## src/hw/rtl/wavhdr_pkg.sv

```systemverilog
`timescale 1ns / 1ps

package wavhdr_pkg;

    localparam int unsigned POS_W      = 26;
    localparam int unsigned REMAIN_W   = 33;
    localparam int unsigned OFF_W      = 5;
    localparam int unsigned STATUS_W   = 4;
    localparam int unsigned CHAN_W     = 2;
    localparam int unsigned RATE_W     = 17;
    localparam int unsigned BITS_W     = 5;

    localparam int unsigned DEF_MAX_FILE_BYTES = 50 * 1024 * 1024;

    localparam logic [POS_W-1:0] POS_MAX = {POS_W{1'b1}};

    // Four-character codes as they appear in little-endian byte order.
    localparam logic [31:0] RIFF_TAG = 32'h4646_4952;
    localparam logic [31:0] WAVE_TAG = 32'h4556_4157;
    localparam logic [31:0] FMT_TAG  = 32'h2074_6D66;
    localparam logic [31:0] DATA_TAG = 32'h6174_6164;

    localparam logic [31:0] MAX_RATE      = 32'd96000;
    localparam logic [POS_W-1:0] MIN_FILE = 26'd44;
    localparam logic [31:0] MIN_FMT_LEN   = 32'd16;
    localparam logic [OFF_W-1:0] FMT_CAPTURE_END = 5'd16;

    typedef enum logic [STATUS_W-1:0] {
        ST_OK       = 4'd0,
        ST_SHORT    = 4'd1,
        ST_TAGS     = 4'd2,
        ST_CHUNKS   = 4'd3,
        ST_NOT_PCM  = 4'd4,
        ST_CHANNELS = 4'd5,
        ST_BITS     = 4'd6,
        ST_RATE     = 4'd7,
        ST_TOO_BIG  = 4'd8
    } status_t;

    typedef enum logic [3:0] {
        PH_RIFF = 4'b0001,
        PH_HDR  = 4'b0010,
        PH_BODY = 4'b0100,
        PH_STOP = 4'b1000
    } phase_t;

    typedef enum logic [1:0] {
        KIND_OTHER = 2'd0,
        KIND_FMT   = 2'd1,
        KIND_DATA  = 2'd2
    } chunk_kind_t;

    typedef struct packed {
        logic                valid;
        status_t             status;
        logic [CHAN_W-1:0]   channels;
        logic [RATE_W-1:0]   sample_rate;
        logic [BITS_W-1:0]   bits_per_sample;
        logic [POS_W-1:0]    pcm_offset;
        logic [POS_W-1:0]    pcm_bytes;
    } result_t;

endpackage

```

## src/hw/rtl/wavhdr_if.sv

```systemverilog
`timescale 1ns / 1ps

interface wavhdr_byte_if ();
    logic       valid;
    logic       ready;
    logic [7:0] data_byte;
    logic       last_byte;

    modport source (output valid, output data_byte, output last_byte, input ready);
    modport sink (input valid, input data_byte, input last_byte, output ready);
endinterface

interface wavhdr_result_if import wavhdr_pkg::*; ();
    logic                valid;
    logic                ready;
    logic [STATUS_W-1:0] status;
    logic [CHAN_W-1:0]   channels;
    logic [RATE_W-1:0]   sample_rate;
    logic [BITS_W-1:0]   bits_per_sample;
    logic [POS_W-1:0]    pcm_offset;
    logic [POS_W-1:0]    pcm_bytes;

    modport source (output valid, output status, output channels, output sample_rate,
                    output bits_per_sample, output pcm_offset, output pcm_bytes,
                    input ready);
    modport sink (input valid, input status, input channels, input sample_rate,
                  input bits_per_sample, input pcm_offset, input pcm_bytes,
                  output ready);
endinterface

```

## src/hw/rtl/wavhdr_walker.sv

```systemverilog
`timescale 1ns / 1ps

module wavhdr_walker import wavhdr_pkg::*; #(
    parameter int unsigned MAX_FILE_BYTES = DEF_MAX_FILE_BYTES
) (
    input  logic             clk,
    input  logic             rst_n,
    input  logic             step,
    input  logic [7:0]       data_byte,
    input  logic             last_byte,
    input  logic [POS_W-1:0] file_length,
    output result_t          res
);

    logic [POS_W-1:0]    pos_reg, pos_next;
    phase_t              phase_reg, phase_next;
    logic                tags_ok_reg, tags_ok_next;
    logic [63:0]         hdr_reg, hdr_next;
    chunk_kind_t         kind_reg, kind_next;
    logic [REMAIN_W-1:0] remain_reg, remain_next;
    logic [OFF_W-1:0]    off_reg, off_next;
    logic                fmt_seen_reg, fmt_seen_next;
    logic [31:0]         fmt_len_reg, fmt_len_next;
    logic [15:0]         fmt_tag_reg, fmt_tag_next;
    logic [15:0]         chan_reg, chan_next;
    logic [31:0]         rate_reg, rate_next;
    logic [15:0]         bits_reg, bits_next;
    logic                data_seen_reg, data_seen_next;
    logic [POS_W-1:0]    data_start_reg, data_start_next;
    logic [31:0]         data_len_reg, data_len_next;

    logic [POS_W:0]      body;
    logic [63:0]         hdr_shift;
    logic [31:0]         chunk_size;
    logic [REMAIN_W-1:0] remain_dec;
    logic                tag_match;
    status_t             status;

    // A chunk header starting at the given offset must fit inside the file.
    function automatic logic header_fits(input logic [POS_W:0] start,
                                         input logic [POS_W-1:0] flen);
        return ({1'b0, start} + (POS_W + 2)'(8)) <= {2'b00, flen};
    endfunction

    assign body       = {1'b0, pos_reg} + (POS_W + 1)'(1);
    assign hdr_shift  = {data_byte, hdr_reg[63:8]};
    assign chunk_size = hdr_shift[63:32];
    assign remain_dec = remain_reg - REMAIN_W'(1);

    always_comb
    begin
        tag_match = 1'b1;
        if (pos_reg < POS_W'(4))
        begin
            tag_match = (data_byte == RIFF_TAG[8*pos_reg[1:0] +: 8]);
        end
        else if (pos_reg >= POS_W'(8) && pos_reg < POS_W'(12))
        begin
            tag_match = (data_byte == WAVE_TAG[8*pos_reg[1:0] +: 8]);
        end
    end

    always_comb
    begin
        phase_next      = phase_reg;
        tags_ok_next    = tags_ok_reg;
        hdr_next        = hdr_reg;
        kind_next       = kind_reg;
        remain_next     = remain_reg;
        off_next        = off_reg;
        fmt_seen_next   = fmt_seen_reg;
        fmt_len_next    = fmt_len_reg;
        fmt_tag_next    = fmt_tag_reg;
        chan_next       = chan_reg;
        rate_next       = rate_reg;
        bits_next       = bits_reg;
        data_seen_next  = data_seen_reg;
        data_start_next = data_start_reg;
        data_len_next   = data_len_reg;
        pos_next        = (pos_reg == POS_MAX) ? pos_reg : pos_reg + POS_W'(1);

        case (phase_reg)
            PH_RIFF:
            begin
                if (pos_reg == '0)
                begin
                    tags_ok_next = tag_match;
                end
                else
                begin
                    tags_ok_next = tags_ok_reg && tag_match;
                end
                if (pos_reg >= POS_W'(11))
                begin
                    if (header_fits((POS_W + 1)'(12), file_length))
                    begin
                        phase_next  = PH_HDR;
                        remain_next = REMAIN_W'(8);
                        hdr_next    = '0;
                    end
                    else
                    begin
                        phase_next = PH_STOP;
                    end
                end
            end
            PH_HDR:
            begin
                hdr_next    = hdr_shift;
                remain_next = remain_dec;
                if (remain_dec == '0)
                begin
                    if (({6'b0, body} + {1'b0, chunk_size}) > {7'b0, file_length})
                    begin
                        phase_next = PH_STOP;
                    end
                    else
                    begin
                        if (hdr_shift[31:0] == FMT_TAG)
                        begin
                            kind_next     = KIND_FMT;
                            fmt_seen_next = 1'b1;
                            fmt_len_next  = chunk_size;
                            fmt_tag_next  = '0;
                            chan_next     = '0;
                            rate_next     = '0;
                            bits_next     = '0;
                        end
                        else if (hdr_shift[31:0] == DATA_TAG)
                        begin
                            kind_next       = KIND_DATA;
                            data_seen_next  = 1'b1;
                            data_start_next = body[POS_W-1:0];
                            data_len_next   = chunk_size;
                        end
                        else
                        begin
                            kind_next = KIND_OTHER;
                        end
                        // Odd-sized chunks carry one pad byte.
                        remain_next = {1'b0, chunk_size} + REMAIN_W'(chunk_size[0]);
                        off_next    = '0;
                        if (chunk_size == '0)
                        begin
                            if (header_fits(body, file_length))
                            begin
                                phase_next  = PH_HDR;
                                remain_next = REMAIN_W'(8);
                                hdr_next    = '0;
                            end
                            else
                            begin
                                phase_next = PH_STOP;
                            end
                        end
                        else
                        begin
                            phase_next = PH_BODY;
                        end
                    end
                end
            end
            PH_BODY:
            begin
                if (kind_reg == KIND_FMT && off_reg < FMT_CAPTURE_END)
                begin
                    if (off_reg < OFF_W'(2))
                    begin
                        fmt_tag_next[8*off_reg[0] +: 8] = data_byte;
                    end
                    else if (off_reg < OFF_W'(4))
                    begin
                        chan_next[8*off_reg[0] +: 8] = data_byte;
                    end
                    else if (off_reg < OFF_W'(8))
                    begin
                        rate_next[8*off_reg[1:0] +: 8] = data_byte;
                    end
                    else if (off_reg >= OFF_W'(14))
                    begin
                        bits_next[8*off_reg[0] +: 8] = data_byte;
                    end
                end
                if (off_reg < FMT_CAPTURE_END)
                begin
                    off_next = off_reg + OFF_W'(1);
                end
                remain_next = remain_dec;
                if (remain_dec == '0)
                begin
                    if (header_fits(body, file_length))
                    begin
                        phase_next  = PH_HDR;
                        remain_next = REMAIN_W'(8);
                        hdr_next    = '0;
                    end
                    else
                    begin
                        phase_next = PH_STOP;
                    end
                end
            end
            PH_STOP:
            begin
                phase_next = PH_STOP;
            end
            default:
            begin
                phase_next = PH_STOP;
            end
        endcase
    end

    // The verdict is taken on the state as it stands after the last byte.
    always_comb
    begin
        if (file_length < MIN_FILE)
        begin
            status = ST_SHORT;
        end
        else if (!tags_ok_next || phase_next == PH_RIFF)
        begin
            status = ST_TAGS;
        end
        else if (!fmt_seen_next || fmt_len_next < MIN_FMT_LEN || !data_seen_next
                 || data_len_next == '0)
        begin
            status = ST_CHUNKS;
        end
        else if (fmt_tag_next != 16'd1)
        begin
            status = ST_NOT_PCM;
        end
        else if (chan_next == '0 || chan_next > 16'd2)
        begin
            status = ST_CHANNELS;
        end
        else if (bits_next != 16'd8 && bits_next != 16'd16)
        begin
            status = ST_BITS;
        end
        else if (rate_next == '0 || rate_next > MAX_RATE)
        begin
            status = ST_RATE;
        end
        else if (data_len_next > 32'(MAX_FILE_BYTES))
        begin
            status = ST_TOO_BIG;
        end
        else
        begin
            status = ST_OK;
        end
    end

    always_comb
    begin
        res        = '0;
        res.valid  = step && last_byte;
        res.status = status;
        if (status == ST_OK)
        begin
            res.channels        = chan_next[CHAN_W-1:0];
            res.sample_rate     = rate_next[RATE_W-1:0];
            res.bits_per_sample = bits_next[BITS_W-1:0];
            res.pcm_offset      = data_start_next;
            res.pcm_bytes       = data_len_next[POS_W-1:0];
        end
    end

    always_ff @(posedge clk)
    begin
        if (step)
        begin
            hdr_reg <= hdr_next;
        end
    end

    always_ff @(posedge clk or negedge rst_n)
    begin
        if (!rst_n)
        begin
            pos_reg        <= '0;
            phase_reg      <= PH_RIFF;
            tags_ok_reg    <= 1'b0;
            kind_reg       <= KIND_OTHER;
            remain_reg     <= '0;
            off_reg        <= '0;
            fmt_seen_reg   <= 1'b0;
            fmt_len_reg    <= '0;
            fmt_tag_reg    <= '0;
            chan_reg       <= '0;
            rate_reg       <= '0;
            bits_reg       <= '0;
            data_seen_reg  <= 1'b0;
            data_start_reg <= '0;
            data_len_reg   <= '0;
        end
        else if (step)
        begin
            if (last_byte)
            begin
                // The file is finished: start over for the next one.
                pos_reg        <= '0;
                phase_reg      <= PH_RIFF;
                tags_ok_reg    <= 1'b0;
                kind_reg       <= KIND_OTHER;
                remain_reg     <= '0;
                off_reg        <= '0;
                fmt_seen_reg   <= 1'b0;
                fmt_len_reg    <= '0;
                fmt_tag_reg    <= '0;
                chan_reg       <= '0;
                rate_reg       <= '0;
                bits_reg       <= '0;
                data_seen_reg  <= 1'b0;
                data_start_reg <= '0;
                data_len_reg   <= '0;
            end
            else
            begin
                pos_reg        <= pos_next;
                phase_reg      <= phase_next;
                tags_ok_reg    <= tags_ok_next;
                kind_reg       <= kind_next;
                remain_reg     <= remain_next;
                off_reg        <= off_next;
                fmt_seen_reg   <= fmt_seen_next;
                fmt_len_reg    <= fmt_len_next;
                fmt_tag_reg    <= fmt_tag_next;
                chan_reg       <= chan_next;
                rate_reg       <= rate_next;
                bits_reg       <= bits_next;
                data_seen_reg  <= data_seen_next;
                data_start_reg <= data_start_next;
                data_len_reg   <= data_len_next;
            end
        end
    end

endmodule

```

## src/hw/rtl/wav_header_parser.sv

```systemverilog
`timescale 1ns / 1ps

// WAV header parser. Set file_length through file_length_we/file_length_wdata while
// idle, then stream the file into byte_stream one byte per transfer, with last_byte
// high on the final byte. Each file yields exactly one transfer on result: a status
// code and, when the status is zero, the channel count, sample rate, sample width,
// payload offset and payload size of the last fmt and data chunks.
// A byte is taken every cycle unless a last byte waits on a stalled result. It sits
// in the input register and is parsed from there; parsing a last byte also loads the
// result register, which then presents the result. Each byte is parsed in a single
// pass through the chunk walker, so without stalls the rate is one byte per cycle.
// The result register holds a result until it is taken; while it is stalled, bytes
// that are not last keep flowing, and a second last byte waits in the input
// register, which then deasserts byte_stream.ready.
// Reset clears file_length to zero, drops any pending result and returns the
// walker to the start of a file. After each result the walker starts over by
// itself, keeping file_length.
module wav_header_parser import wavhdr_pkg::*; #(
    parameter int unsigned MAX_FILE_BYTES = DEF_MAX_FILE_BYTES
) (
    input  logic                clk,
    input  logic                rst_n,
    input  logic                file_length_we,
    input  logic [POS_W-1:0]    file_length_wdata,
    wavhdr_byte_if.sink         byte_stream,
    wavhdr_result_if.source     result
);

    logic [POS_W-1:0] file_length_reg;
    logic             in_valid_reg;
    logic [7:0]       in_byte_reg;
    logic             in_last_reg;
    logic             out_valid_reg;
    result_t          out_reg;
    result_t          walk_res;
    logic             advance;
    logic             step;

    // A last byte may only be parsed when the result register can take its result.
    assign advance = !in_last_reg || !out_valid_reg || result.ready;
    assign step    = in_valid_reg && advance;

    assign byte_stream.ready = !in_valid_reg || advance;

    wavhdr_walker #(
        .MAX_FILE_BYTES (MAX_FILE_BYTES)
    ) u_walker (
        .clk         (clk),
        .rst_n       (rst_n),
        .step        (step),
        .data_byte   (in_byte_reg),
        .last_byte   (in_last_reg),
        .file_length (file_length_reg),
        .res         (walk_res)
    );

    always_ff @(posedge clk or negedge rst_n)
    begin
        if (!rst_n)
        begin
            file_length_reg <= '0;
        end
        else if (file_length_we)
        begin
            file_length_reg <= file_length_wdata;
        end
    end

    always_ff @(posedge clk or negedge rst_n)
    begin
        if (!rst_n)
        begin
            in_valid_reg  <= 1'b0;
            out_valid_reg <= 1'b0;
        end
        else
        begin
            if (byte_stream.valid && byte_stream.ready)
            begin
                in_valid_reg <= 1'b1;
            end
            else if (step)
            begin
                in_valid_reg <= 1'b0;
            end

            if (walk_res.valid)
            begin
                out_valid_reg <= 1'b1;
            end
            else if (result.ready)
            begin
                out_valid_reg <= 1'b0;
            end
        end
    end

    always_ff @(posedge clk)
    begin
        if (byte_stream.valid && byte_stream.ready)
        begin
            in_byte_reg <= byte_stream.data_byte;
            in_last_reg <= byte_stream.last_byte;
        end
        if (walk_res.valid)
        begin
            out_reg <= walk_res;
        end
    end

    assign result.valid           = out_valid_reg;
    assign result.status          = out_reg.status;
    assign result.channels        = out_reg.channels;
    assign result.sample_rate     = out_reg.sample_rate;
    assign result.bits_per_sample = out_reg.bits_per_sample;
    assign result.pcm_offset      = out_reg.pcm_offset;
    assign result.pcm_bytes       = out_reg.pcm_bytes;

endmodule

```

## src/flat_wrapper.sv

```systemverilog
// flat-port wrapper written by rule: the top's interface ports become plain ports
module wav_header_parser_flat import wavhdr_pkg::*;
#(
    parameter int unsigned MAX_FILE_BYTES = DEF_MAX_FILE_BYTES
)
  (clk, rst_n, file_length_we, file_length_wdata, byte_stream_valid, byte_stream_data_byte, byte_stream_last_byte, byte_stream_ready, result_valid, result_status, result_channels, result_sample_rate, result_bits_per_sample, result_pcm_offset, result_pcm_bytes, result_ready);
  wavhdr_byte_if byte_stream_i ();
  wavhdr_result_if result_i ();
  input  logic clk;
  input  logic rst_n;
  input  logic file_length_we;
  input  logic [POS_W-1:0] file_length_wdata;
  input wire logic [$bits(byte_stream_i.valid)-1:0] byte_stream_valid;
  input wire logic [$bits(byte_stream_i.data_byte)-1:0] byte_stream_data_byte;
  input wire logic [$bits(byte_stream_i.last_byte)-1:0] byte_stream_last_byte;
  output wire logic [$bits(byte_stream_i.ready)-1:0] byte_stream_ready;
  output wire logic [$bits(result_i.valid)-1:0] result_valid;
  output wire logic [$bits(result_i.status)-1:0] result_status;
  output wire logic [$bits(result_i.channels)-1:0] result_channels;
  output wire logic [$bits(result_i.sample_rate)-1:0] result_sample_rate;
  output wire logic [$bits(result_i.bits_per_sample)-1:0] result_bits_per_sample;
  output wire logic [$bits(result_i.pcm_offset)-1:0] result_pcm_offset;
  output wire logic [$bits(result_i.pcm_bytes)-1:0] result_pcm_bytes;
  input wire logic [$bits(result_i.ready)-1:0] result_ready;
  assign byte_stream_i.valid = byte_stream_valid;
  assign byte_stream_i.data_byte = byte_stream_data_byte;
  assign byte_stream_i.last_byte = byte_stream_last_byte;
  assign byte_stream_ready = byte_stream_i.ready;
  assign result_valid = result_i.valid;
  assign result_status = result_i.status;
  assign result_channels = result_i.channels;
  assign result_sample_rate = result_i.sample_rate;
  assign result_bits_per_sample = result_i.bits_per_sample;
  assign result_pcm_offset = result_i.pcm_offset;
  assign result_pcm_bytes = result_i.pcm_bytes;
  assign result_i.ready = result_ready;
  wav_header_parser #(.MAX_FILE_BYTES(MAX_FILE_BYTES)) u_core (.clk(clk), .rst_n(rst_n), .file_length_we(file_length_we), .file_length_wdata(file_length_wdata), .byte_stream(byte_stream_i), .result(result_i));
endmodule
```

## config.mk

```make
export PLATFORM = sky130hd
export DESIGN_NAME = wav_header_parser_flat
export DESIGN_NICKNAME = d
export VERILOG_FILES = /design/src/hw/rtl/wavhdr_pkg.sv /design/src/hw/rtl/wavhdr_if.sv /design/src/hw/rtl/wavhdr_walker.sv /design/src/hw/rtl/wav_header_parser.sv /design/src/flat_wrapper.sv
export SDC_FILE = /design/constraint.sdc
export NUM_CORES = 1
export LEC_CHECK = 0
export BUFFER_PORTS_ARGS = -buffer_cell sky130_fd_sc_hd__buf_2
export CORE_MARGIN = 5
export CORE_UTILIZATION = 30
export DETAILED_ROUTE_END_ITERATION = 7
export GPL_TIMING_DRIVEN = 0
export SLEW_MARGIN = 25
export SYNTH_ARGS = -nofsm -noshare
export SYNTH_HDL_FRONTEND = slang
export SYNTH_SLANG_ARGS = --single-unit
```

## constraint.sdc

```tcl
create_clock -name clk -period 12.9 [get_ports clk]
set_input_delay 0.645 -clock clk [delete_from_list [all_inputs] [get_ports clk]]
set_output_delay 0.645 -clock clk [all_outputs]
set_load 0.05 [all_outputs]
```

# After elaboration in Yosys (flattened, before gate mapping)
# Cells that the tools add are included.
[totals]
ff_bits = 424
latch_bits = 0
ram_bits = 0
mem_bits_ro = 0
elab_cells = 248
n_memories = 0
[classes]
addsub = 9
multipliers = 0
div = 0
magnitude_cmp = 17
n_eq_ne = 24
shift = 6
mux = 124
bitwise_logic = 0
n_reduce_logical = 41
[ops]
columns = ["operator", "count"]
rows = [
  ["$mux 32", 19],
  ["$mux 64", 8],
  ["$mux 16", 22],
  ["$mux 33", 9],
  ["$mux 26", 8],
  ["$pmux 64 s3", 1],
  ["$pmux 33 s3", 1],
  ["$logic_not 32->1", 3],
  ["$pmux 16 s2", 3],
  ["$mux 4", 16],
  ["$pmux 32 s2", 1],
  ["$shiftx 32x6->8 const A", 2],
  ["$ge 26x4->1 const B", 2],
  ["$bwmux 16", 3],
  ["$neg 4->34", 1],
  ["$neg 5->34", 1],
  ["$shift 8x34->16 const A", 1],
  ["$shift 8x34->32 const A", 1],
  ["$shiftx 8x34->16", 1],
  ["$shiftx 8x34->32", 1],
  ["$add 27x32->33", 1],
  ["$add 32x1->33", 1],
  ["$gt 33x26->1", 1],
  ["$logic_not 33->1", 1],
  ["52 further kinds", 113],
]

# Longest topological paths before layout
[logic_depth]
ltp_word = 18
depth_mapped = 37
depth_no_buf = 31

# Cells and area by module
# Synthesis repeated with hierarchy kept, for this count alone.
[hier_totals]
cells_unflattened = 2499
area_unflattened_um2 = 24581.1
[modules_own_cells]
columns = ["module", "n_inst", "cells_each", "area_per_inst_um2", "seq_area_each_um2"]
rows = [
  ["wavhdr_walker", 1, 2347, 20747.4, 7663.6],
  ["wav_header_parser", 1, 152, 3833.7, 3373.2],
]

# Worst setup path before layout
# OpenSTA, ideal clock, no wires.
[synth_timing]
kind = "reg-to-reg"
from = "reg u_core.u_walker.pos_reg[0]"
to = "reg u_core.u_walker.hdr_reg[10] (enable)"
arrival_time_ps = 7649
required_time_ps = 12412
slack_ps = 4762
stages_incl_launch_ff = 19
path_buffers = 1
cell_sequence = "dfrtp_1 ha_1 nand3_1 clkbuf_1 or4_1 a222oi_1 nand4_1 a2111oi_0 nand4_1 xnor2_1 ha_1 a21o_1 a21o_1 a21o_1 a221o_1 a211oi_1 o21a_1 o211ai_1 a21oi_1"
[synth_between]
elab_chain_cells = 5
elab_cells_between_ends = 7
cone_classes = "2 x add/sub; 2 x order compare; 2 x eq/ne; 1 x reduce/logical"
[synth_lines]
columns = ["element", "line_no", "source"]
rows = [
  ["from (decl)", "wavhdr_walker.sv:15", "logic [POS_W-1:0] pos_reg, pos_next;"],
  ["from (signal assigned)", "wavhdr_walker.sv:322", "pos_reg <= pos_next;"],
  ["$add 26x1->27", "wavhdr_walker.sv:45", "assign body = {1'b0, pos_reg} + (POS_W + 1)'(1);"],
  ["$add 27x4->28", "wavhdr_walker.sv:42", "return ({1'b0, start} + (POS_W + 2)'(8)) <= {2'b00, flen};"],
  ["$le 28x26->1", "wavhdr_walker.sv:42", ""],
  ["$ne 2x2->1 (no source line)", "n/a", ""],
  ["$reduce_and 6->1 (no source line) *", "n/a", ""],
  ["to (signal assigned)", "wavhdr_walker.sv:275", "hdr_reg <= hdr_next;"],
  ["to (decl)", "wavhdr_walker.sv:18", "logic [63:0] hdr_reg, hdr_next;"],
]
# Mark *: on every way between the ends. The rest lies on a longest branch, timed or not.
# A chain may end at the register's enable or synchronous reset.

# Worst setup path in the final report
[layout_timing]
from = "reg u_core.u_walker.pos_reg[3]"
to = "reg u_core.out_reg, in the netlist u_core.result.pcm_offset[25], data pin"
[layout_between]
elab_chain_cells = 16
elab_cells_between_ends = 82
cone_classes = "3 x add/sub; 10 x order compare; 4 x eq/ne; 48 x mux; 17 x reduce/logical"
[layout_lines]
columns = ["element", "line_no", "source"]
rows = [
  ["$add 26x1->27", "wavhdr_walker.sv:45", ""],
  ["$add 27x32->33", "wavhdr_walker.sv:113", "if (({6'b0, body} + {1'b0, chunk_size}) > {7'b0, file_length})"],
  ["$gt 33x26->1", "wavhdr_walker.sv:113", ""],
  ["$mux 32", "wavhdr_walker.sv:113", ""],
  ["$mux 32", "wavhdr_walker.sv:111", "if (remain_dec == '0)"],
  ["$pmux 32 s2 or $mux 32 (tied branches)", "wavhdr_walker.sv:82", "case (phase_reg)"],
  ["$gt 32x17->1 (tied with other cells)", "wavhdr_walker.sv:242", "else if (rate_next == '0 || rate_next > MAX_RATE)"],
  ["$logic_or 1x1->1 or $mux 4 (tied branches)", "wavhdr_walker.sv:242, wavhdr_walker.sv:246", ""],
  ["$mux 4", "wavhdr_walker.sv:242", ""],
  ["$mux 4", "wavhdr_walker.sv:238", "else if (bits_next != 16'd8 && bits_next != 16'd16)"],
  ["$mux 4", "wavhdr_walker.sv:234", "else if (chan_next == '0 || chan_next > 16'd2)"],
  ["$mux 4", "wavhdr_walker.sv:230", "else if (fmt_tag_next != 16'd1)"],
  ["$mux 4", "wavhdr_walker.sv:225", "else if (!fmt_seen_next || fmt_len_next < MIN_FMT_LEN || !data_seen_next"],
  ["$mux 4", "wavhdr_walker.sv:221", "else if (!tags_ok_next || phase_next == PH_RIFF)"],
  ["$mux 4", "wavhdr_walker.sv:217", "if (file_length < MIN_FILE)"],
  ["$logic_not 4->1", "wavhdr_walker.sv:261", "if (status == ST_OK)"],
  ["to (signal assigned)", "wav_header_parser.sv:107", "out_reg <= walk_res;"],
  ["to (decl)", "wav_header_parser.sv:34", "result_t out_reg;"],
]
# Several ways; a longest one is shown, not always the timed one.

==> impl_results.html <==
<table>
<tr><th>Metric</th><th>Value</th></tr>
<tr><th colspan="2">Global route</th></tr>
<tr><td>Combined global-route utilization of all metal layers</td><td>18.96%</td></tr>
<tr><td>First-pass GRT wire length</td><td>127.0 mm</td></tr>
<tr><td>Via count of the first global-routing pass</td><td>20,208</td></tr>
<tr><td>Number of antenna violations at the first check in global routing</td><td>2</td></tr>
<tr><td>Sum of overflow across all layers after global routing</td><td>0</td></tr>
<tr><td>Pin count of the biggest net entering global routing</td><td>87</td></tr>
<tr><th colspan="2">STA</th></tr>
<tr><td>Transition time at the pin with the least slew margin</td><td>1.157 ns</td></tr>
<tr><td>Final Max Tran Viols</td><td>0</td></tr>
<tr><td>Final Skew</td><td>0.03662 ns</td></tr>
<tr><td>Final min period</td><td>10.99 ns</td></tr>
<tr><td>Sum of negative setup slack</td><td>0 ns</td></tr>
<tr><td>Final setup viols</td><td>0</td></tr>
<tr><td>Setup repair after global routing missed its margin</td><td>false</td></tr>
<tr><td>Fmax achieved</td><td>0.09097 GHz</td></tr>
<tr><td>Crit share post-route</td><td>85.21%</td></tr>
<tr><td>Headroom to the max-slew limit</td><td>22.04%</td></tr>
<tr><td>Count of endpoints failing hold in the final timing report</td><td>0</td></tr>
<tr><th colspan="2">Clock tree</th></tr>
<tr><td>Number of buffers added to fix hold violations after cts</td><td>1</td></tr>
<tr><td>TritonCTS clock tree</td><td>done</td></tr>
<tr><td>Setup bufs post-CTS</td><td>0</td></tr>
<tr><td>TritonCTS buffer count</td><td>46</td></tr>
<tr><td>CTS clk-pin slew, worst paths</td><td>0.06 ns</td></tr>
<tr><td>Htree depth</td><td>2</td></tr>
<tr><td>Number of clock sinks seen by CTS</td><td>412</td></tr>
<tr><td>Worst-case clock buffer depth</td><td>3</td></tr>
<tr><td>Clock root buffer</td><td>sky130_fd_sc_hd__clkbuf_16</td></tr>
<tr><td>Clk_lat worst skew</td><td>0.62 ns</td></tr>
<tr><td>Number of gates resized after CTS</td><td>0</td></tr>
<tr><th colspan="2">Cells and area</th></tr>
<tr><td>Area delta synth-&gt;final</td><td>15.60%</td></tr>
<tr><td>Flip-flop count of the largest register after layout</td><td>56</td></tr>
<tr><td>Leading cell types in the layout, fill and taps excluded</td><td>sky130_fd_sc_hd__nand2_1 (321), sky130_fd_sc_hd__dfrtp_1 (266), sky130_fd_sc_hd__o21ai_0 (190)</td></tr>
<tr><td>Utilization after layout</td><td>34.94%</td></tr>
<tr><td>Fill cell total of the finished layout</td><td>8,048</td></tr>
<tr><td>Final Instance Area</td><td>27,610 sq um</td></tr>
<tr><td>Seq. cell area</td><td>11,040 sq um</td></tr>
<tr><td>Most frequent standard cell in the layout excluding fill and tap cells</td><td>sky130_fd_sc_hd__nand2_1</td></tr>
<tr><td>Final Instance Count excl. Fillers</td><td>3,798</td></tr>
<tr><td>Total inserted antenna cells</td><td>0</td></tr>
<tr><td>Area taken by multi-input logic gates</td><td>12,040 sq um</td></tr>
<tr><td>Count of nets after finishing</td><td>2,850</td></tr>
<tr><td>Layout cell share with drive strength beyond 1</td><td>9.716%</td></tr>
<tr><th colspan="2">Setup path</th></tr>
<tr><td>Required arrival time at the worst endpoint</td><td>13.26 ns</td></tr>
<tr><td>Number of cells traversed by the worst register-to-register path</td><td>32</td></tr>
<tr><td>Reg-to-Reg Start</td><td>u_core.u_walker.pos_reg[3]$_DFFE_PN0P_</td></tr>
<tr><td>Launching element type of the critical path</td><td>register</td></tr>
<tr><td>Slowest stage delay, CP</td><td>0.83 ns</td></tr>
<tr><td>Highest fanout seen on the critical path</td><td>10</td></tr>
<tr><td>WP data arrival</td><td>11.35 ns</td></tr>
<tr><td>Critical setup path kind</td><td>reg2reg</td></tr>
<tr><td>Cell mode on critical path</td><td>sky130_fd_sc_hd__clkbuf_1</td></tr>
<tr><td>Capture point of the worst reg-to-reg path</td><td>u_core.result.pcm_offset[25]$_SDFFCE_PP0P_</td></tr>
<tr><td>Reg2reg setup slack</td><td>1.91 ns</td></tr>
<tr><td>Critical path's slowest cell</td><td>sky130_fd_sc_hd__xnor2_1</td></tr>
<tr><td>Endpoint kind of the worst setup timing path</td><td>register</td></tr>
<tr><th colspan="2">Placed design</th></tr>
<tr><td>Half-perimeter wire length of the detailed placement result</td><td>61.41 mm</td></tr>
<tr><td>Instance count after placement with tap cells included</td><td>3,711</td></tr>
<tr><td>Dpl cell area</td><td>26,050 sq um</td></tr>
<tr><td>IO Port Bufs</td><td>120</td></tr>
<tr><td>Final weighted congestion in routability-driven placement</td><td>0.9716</td></tr>
<tr><th colspan="2">Synth</th></tr>
<tr><td>Average size of a mapped cell</td><td>9.439 sq um</td></tr>
<tr><td>Register bit total from synthesis</td><td>412</td></tr>
<tr><td>Sequential fraction of the synthesis area</td><td>46.22%</td></tr>
<tr><td>FFs w/ async S/R, synth</td><td>64.81%</td></tr>
<tr><td>Largest cells by area after synthesis</td><td>sky130_fd_sc_hd__dfrtp_1 (28%), sky130_fd_sc_hd__edfxtp_1 (18%), sky130_fd_sc_hd__ha_1 (5.2%), sky130_fd_sc_hd__nand2_1 (5.0%), sky130_fd_sc_hd__a22o_1 (4.9%)</td></tr>
<tr><td>Cells after synthesis</td><td>2,530</td></tr>
<tr><td>Post-synthesis instance area</td><td>23,880 sq um</td></tr>
<tr><td>Ys Warns</td><td>0</td></tr>
<tr><td>Cell accounting for the most synthesized area</td><td>sky130_fd_sc_hd__dfrtp_1</td></tr>
<tr><td>Number of library cell types mapped by synthesis</td><td>88</td></tr>
<tr><td>Post-synth EDFFs</td><td>145</td></tr>
<tr><td>Share of Yosys cell area claimed by the top area cell type</td><td>27.87%</td></tr>
<tr><td>Dominant register cell in the synthesized netlist</td><td>sky130_fd_sc_hd__dfrtp_1</td></tr>
<tr><th colspan="2">Floorplanning</th></tr>
<tr><td>Number of top-level pins</td><td>122</td></tr>
<tr><td>Horiz. Die Dim</td><td>292.1 um</td></tr>
<tr><td>Die Area</td><td>85,340 sq um</td></tr>
<tr><td>Core area</td><td>79,000 sq um</td></tr>
<tr><td>Starting density of the core</td><td>30.23%</td></tr>
<tr><td>Die extent in y</td><td>292.1 um</td></tr>
<tr><td>Floorplan row count</td><td>103</td></tr>
<tr><th colspan="2">Pwr</th></tr>
<tr><td>Combinational power share</td><td>8.2%</td></tr>
<tr><td>P_int</td><td>2.219 mW</td></tr>
<tr><td>Lkg Pwr</td><td>11.45 nW</td></tr>
<tr><td>Power per Cell Area</td><td>108.7 nW/um^2</td></tr>
<tr><td>Switching part of the total</td><td>26.08%</td></tr>
<tr><td>Clock power share</td><td>45.5%</td></tr>
<tr><td>Part of the power in registers</td><td>46.3%</td></tr>
<tr><td>Worst ir drop on vdd</td><td>84.21 uV</td></tr>
<tr><td>Switching pwr</td><td>0.7828 mW</td></tr>
<tr><th colspan="2">Routing</th></tr>
<tr><td>Total detailed-routing wirelength</td><td>84.03 mm</td></tr>
<tr><td>DR vias/cell</td><td>5.562</td></tr>
<tr><td>Number of nets with antenna violations after detailed routing</td><td>0</td></tr>
<tr><td>Vias post-DR</td><td>21,124</td></tr>
<tr><td>Iteration-0 DRC Markers</td><td>2,387</td></tr>
<tr><td>Drt pass-1 iters</td><td>6</td></tr>
<tr><td>Per-cell routed wire length</td><td>22.12 um</td></tr>
<tr><td>Residual DRC count</td><td>0</td></tr>
<tr><th colspan="2">Min path</th></tr>
<tr><td>Hold wc startpoint</td><td>byte_stream_last_byte</td></tr>
<tr><td>Hold EP</td><td>u_core.in_last_reg$_DFFE_PP_</td></tr>
<tr><td>Worst hold stages</td><td>1</td></tr>
<tr><td>Worst hold-check path type</td><td>in2reg</td></tr>
<tr><th colspan="2">Run status</th></tr>
<tr><td>Outcome</td><td>finished, final reports clean</td></tr>
<tr><th colspan="2">Run</th></tr>
<tr><td>Max Cap Viol</td><td>0</td></tr>
</table>
==> worst max-delay path by stage <==
stage,startpoint,slack [ns],to,cells past startpoint
finish,u_core.u_walker.pos_reg[3]$_DFFE_PN0P_,1.91,u_core.result.pcm_offset[25]$_SDFFCE_PP0P_,32
global route,u_core.u_walker.pos_reg[3]$_DFFE_PN0P_,1.23,u_core.result.pcm_offset[25]$_SDFFCE_PP0P_,32
CTS,u_core.u_walker.pos_reg[3]$_DFFE_PN0P_,2.00,u_core.result.pcm_offset[25]$_SDFFCE_PP0P_,32
detailed placement,u_core.u_walker.pos_reg[3]$_DFFE_PN0P_,2.05,u_core.result.pcm_offset[25]$_SDFFCE_PP0P_,32
global placement,u_core.u_walker.pos_reg[3]$_DFFE_PN0P_,1.71,u_core.u_walker.hdr_reg[63]$_SDFFCE_PN0P_,17
floorplan,u_core.u_walker.pos_reg[0]$_DFFE_PN0P_,4.76,u_core.u_walker.hdr_reg[10]$_SDFFCE_PN0P_,18
==> kinds of logic after synthesis <==
family                     count (synthesis)  synth area share (%)
AOI/OAI and AO/OA                        687                 19.33
DFF                                      412                 46.22
buffers and inverters                    219                 3.605
and+or+nand+nor                          993                 21.19
xor gates and xnor gates                 111                 4.071
adders and majority gates                100                 5.271
muxes                                      7                0.3039
other                                      1               0.01570
==> metrics by stage <==
step,worst slack [ns],power [mW],hold slack (ns)
finish,1.907,3.001,0.2283
CTS,1.997,3.025,0.1987
detailed placement,2.046,1.659,0.4708
floorplan,4.762,1.550,0.3494
global route,1.226,3.099,0.2103
global placement,1.710,1.653,0.4597
==> routing by layer <==
metal	vias up	routed length (um)	global-route usage (%)
met3	168	6975	3.887
met5	-	0	0
met2	946	37320	29.32
li1	9706	-	-
met1	10304	36810	26.59
met4	0	2915	6.477
==> cell usage after synthesis, types with 18 or more instances <==
cell type,count
sky130_fd_sc_hd__nand2_1,321
sky130_fd_sc_hd__and3_1,31
sky130_fd_sc_hd__dfrtp_1,266
sky130_fd_sc_hd__nor4_1,60
sky130_fd_sc_hd__nor3_1,54
sky130_fd_sc_hd__or4_1,22
sky130_fd_sc_hd__o21ai_0,190
sky130_fd_sc_hd__xnor2_1,66
sky130_fd_sc_hd__nand2b_1,20
sky130_fd_sc_hd__nand4_1,53
sky130_fd_sc_hd__a21oi_1,147
sky130_fd_sc_hd__nand3_1,71
sky130_fd_sc_hd__a21o_1,22
sky130_fd_sc_hd__clkbuf_1,130
sky130_fd_sc_hd__and2_1,79
sky130_fd_sc_hd__inv_1,72
sky130_fd_sc_hd__edfxtp_1,145
sky130_fd_sc_hd__or3_1,19
sky130_fd_sc_hd__nor2_1,172
sky130_fd_sc_hd__o211ai_1,18
sky130_fd_sc_hd__xor2_1,45
sky130_fd_sc_hd__a22o_1,133
sky130_fd_sc_hd__ha_1,99
==> power by group through the flow <==
| stage | combinational, mW | sequential, mW | clock, mW |
|---|---|---|---|
| after global routing | 0.268 | 1.39 | 1.44 |
| after global placement | 0.236 | 1.42 | 0 |
| after CTS | 0.244 | 1.39 | 1.39 |
| final | 0.245 | 1.39 | 1.37 |
| after floorplan | 0.122 | 1.43 | 0 |
| after detailed placement | 0.243 | 1.42 | 0 |
==> area by class of cell <==
class / instances / share of cell area (%)
flip-flops and latches: 412 / 39.98
well taps: 1050 / 4.759
clock buffers: 60 / 4.433
inverters: 72 / 0.9971
repair buffers: 130 / 2.928
clock inverters: 26 / 1.147
multi-input cells: 1901 / 43.61
plain buffers: 147 / 2.144
==> critical path: cells and delay by family (launching register included) <==
kind                       cells  cell delay, ns
AOI/OAI and AO/OA              9            2.75
and+or+nand+nor               11            3.13
DFF                            1            0.33
buffers and inverters          8            2.84
adders and majority gates      2            0.68
xor gates and xnor gates       2            0.97
(Power assumes the default switching activity.)
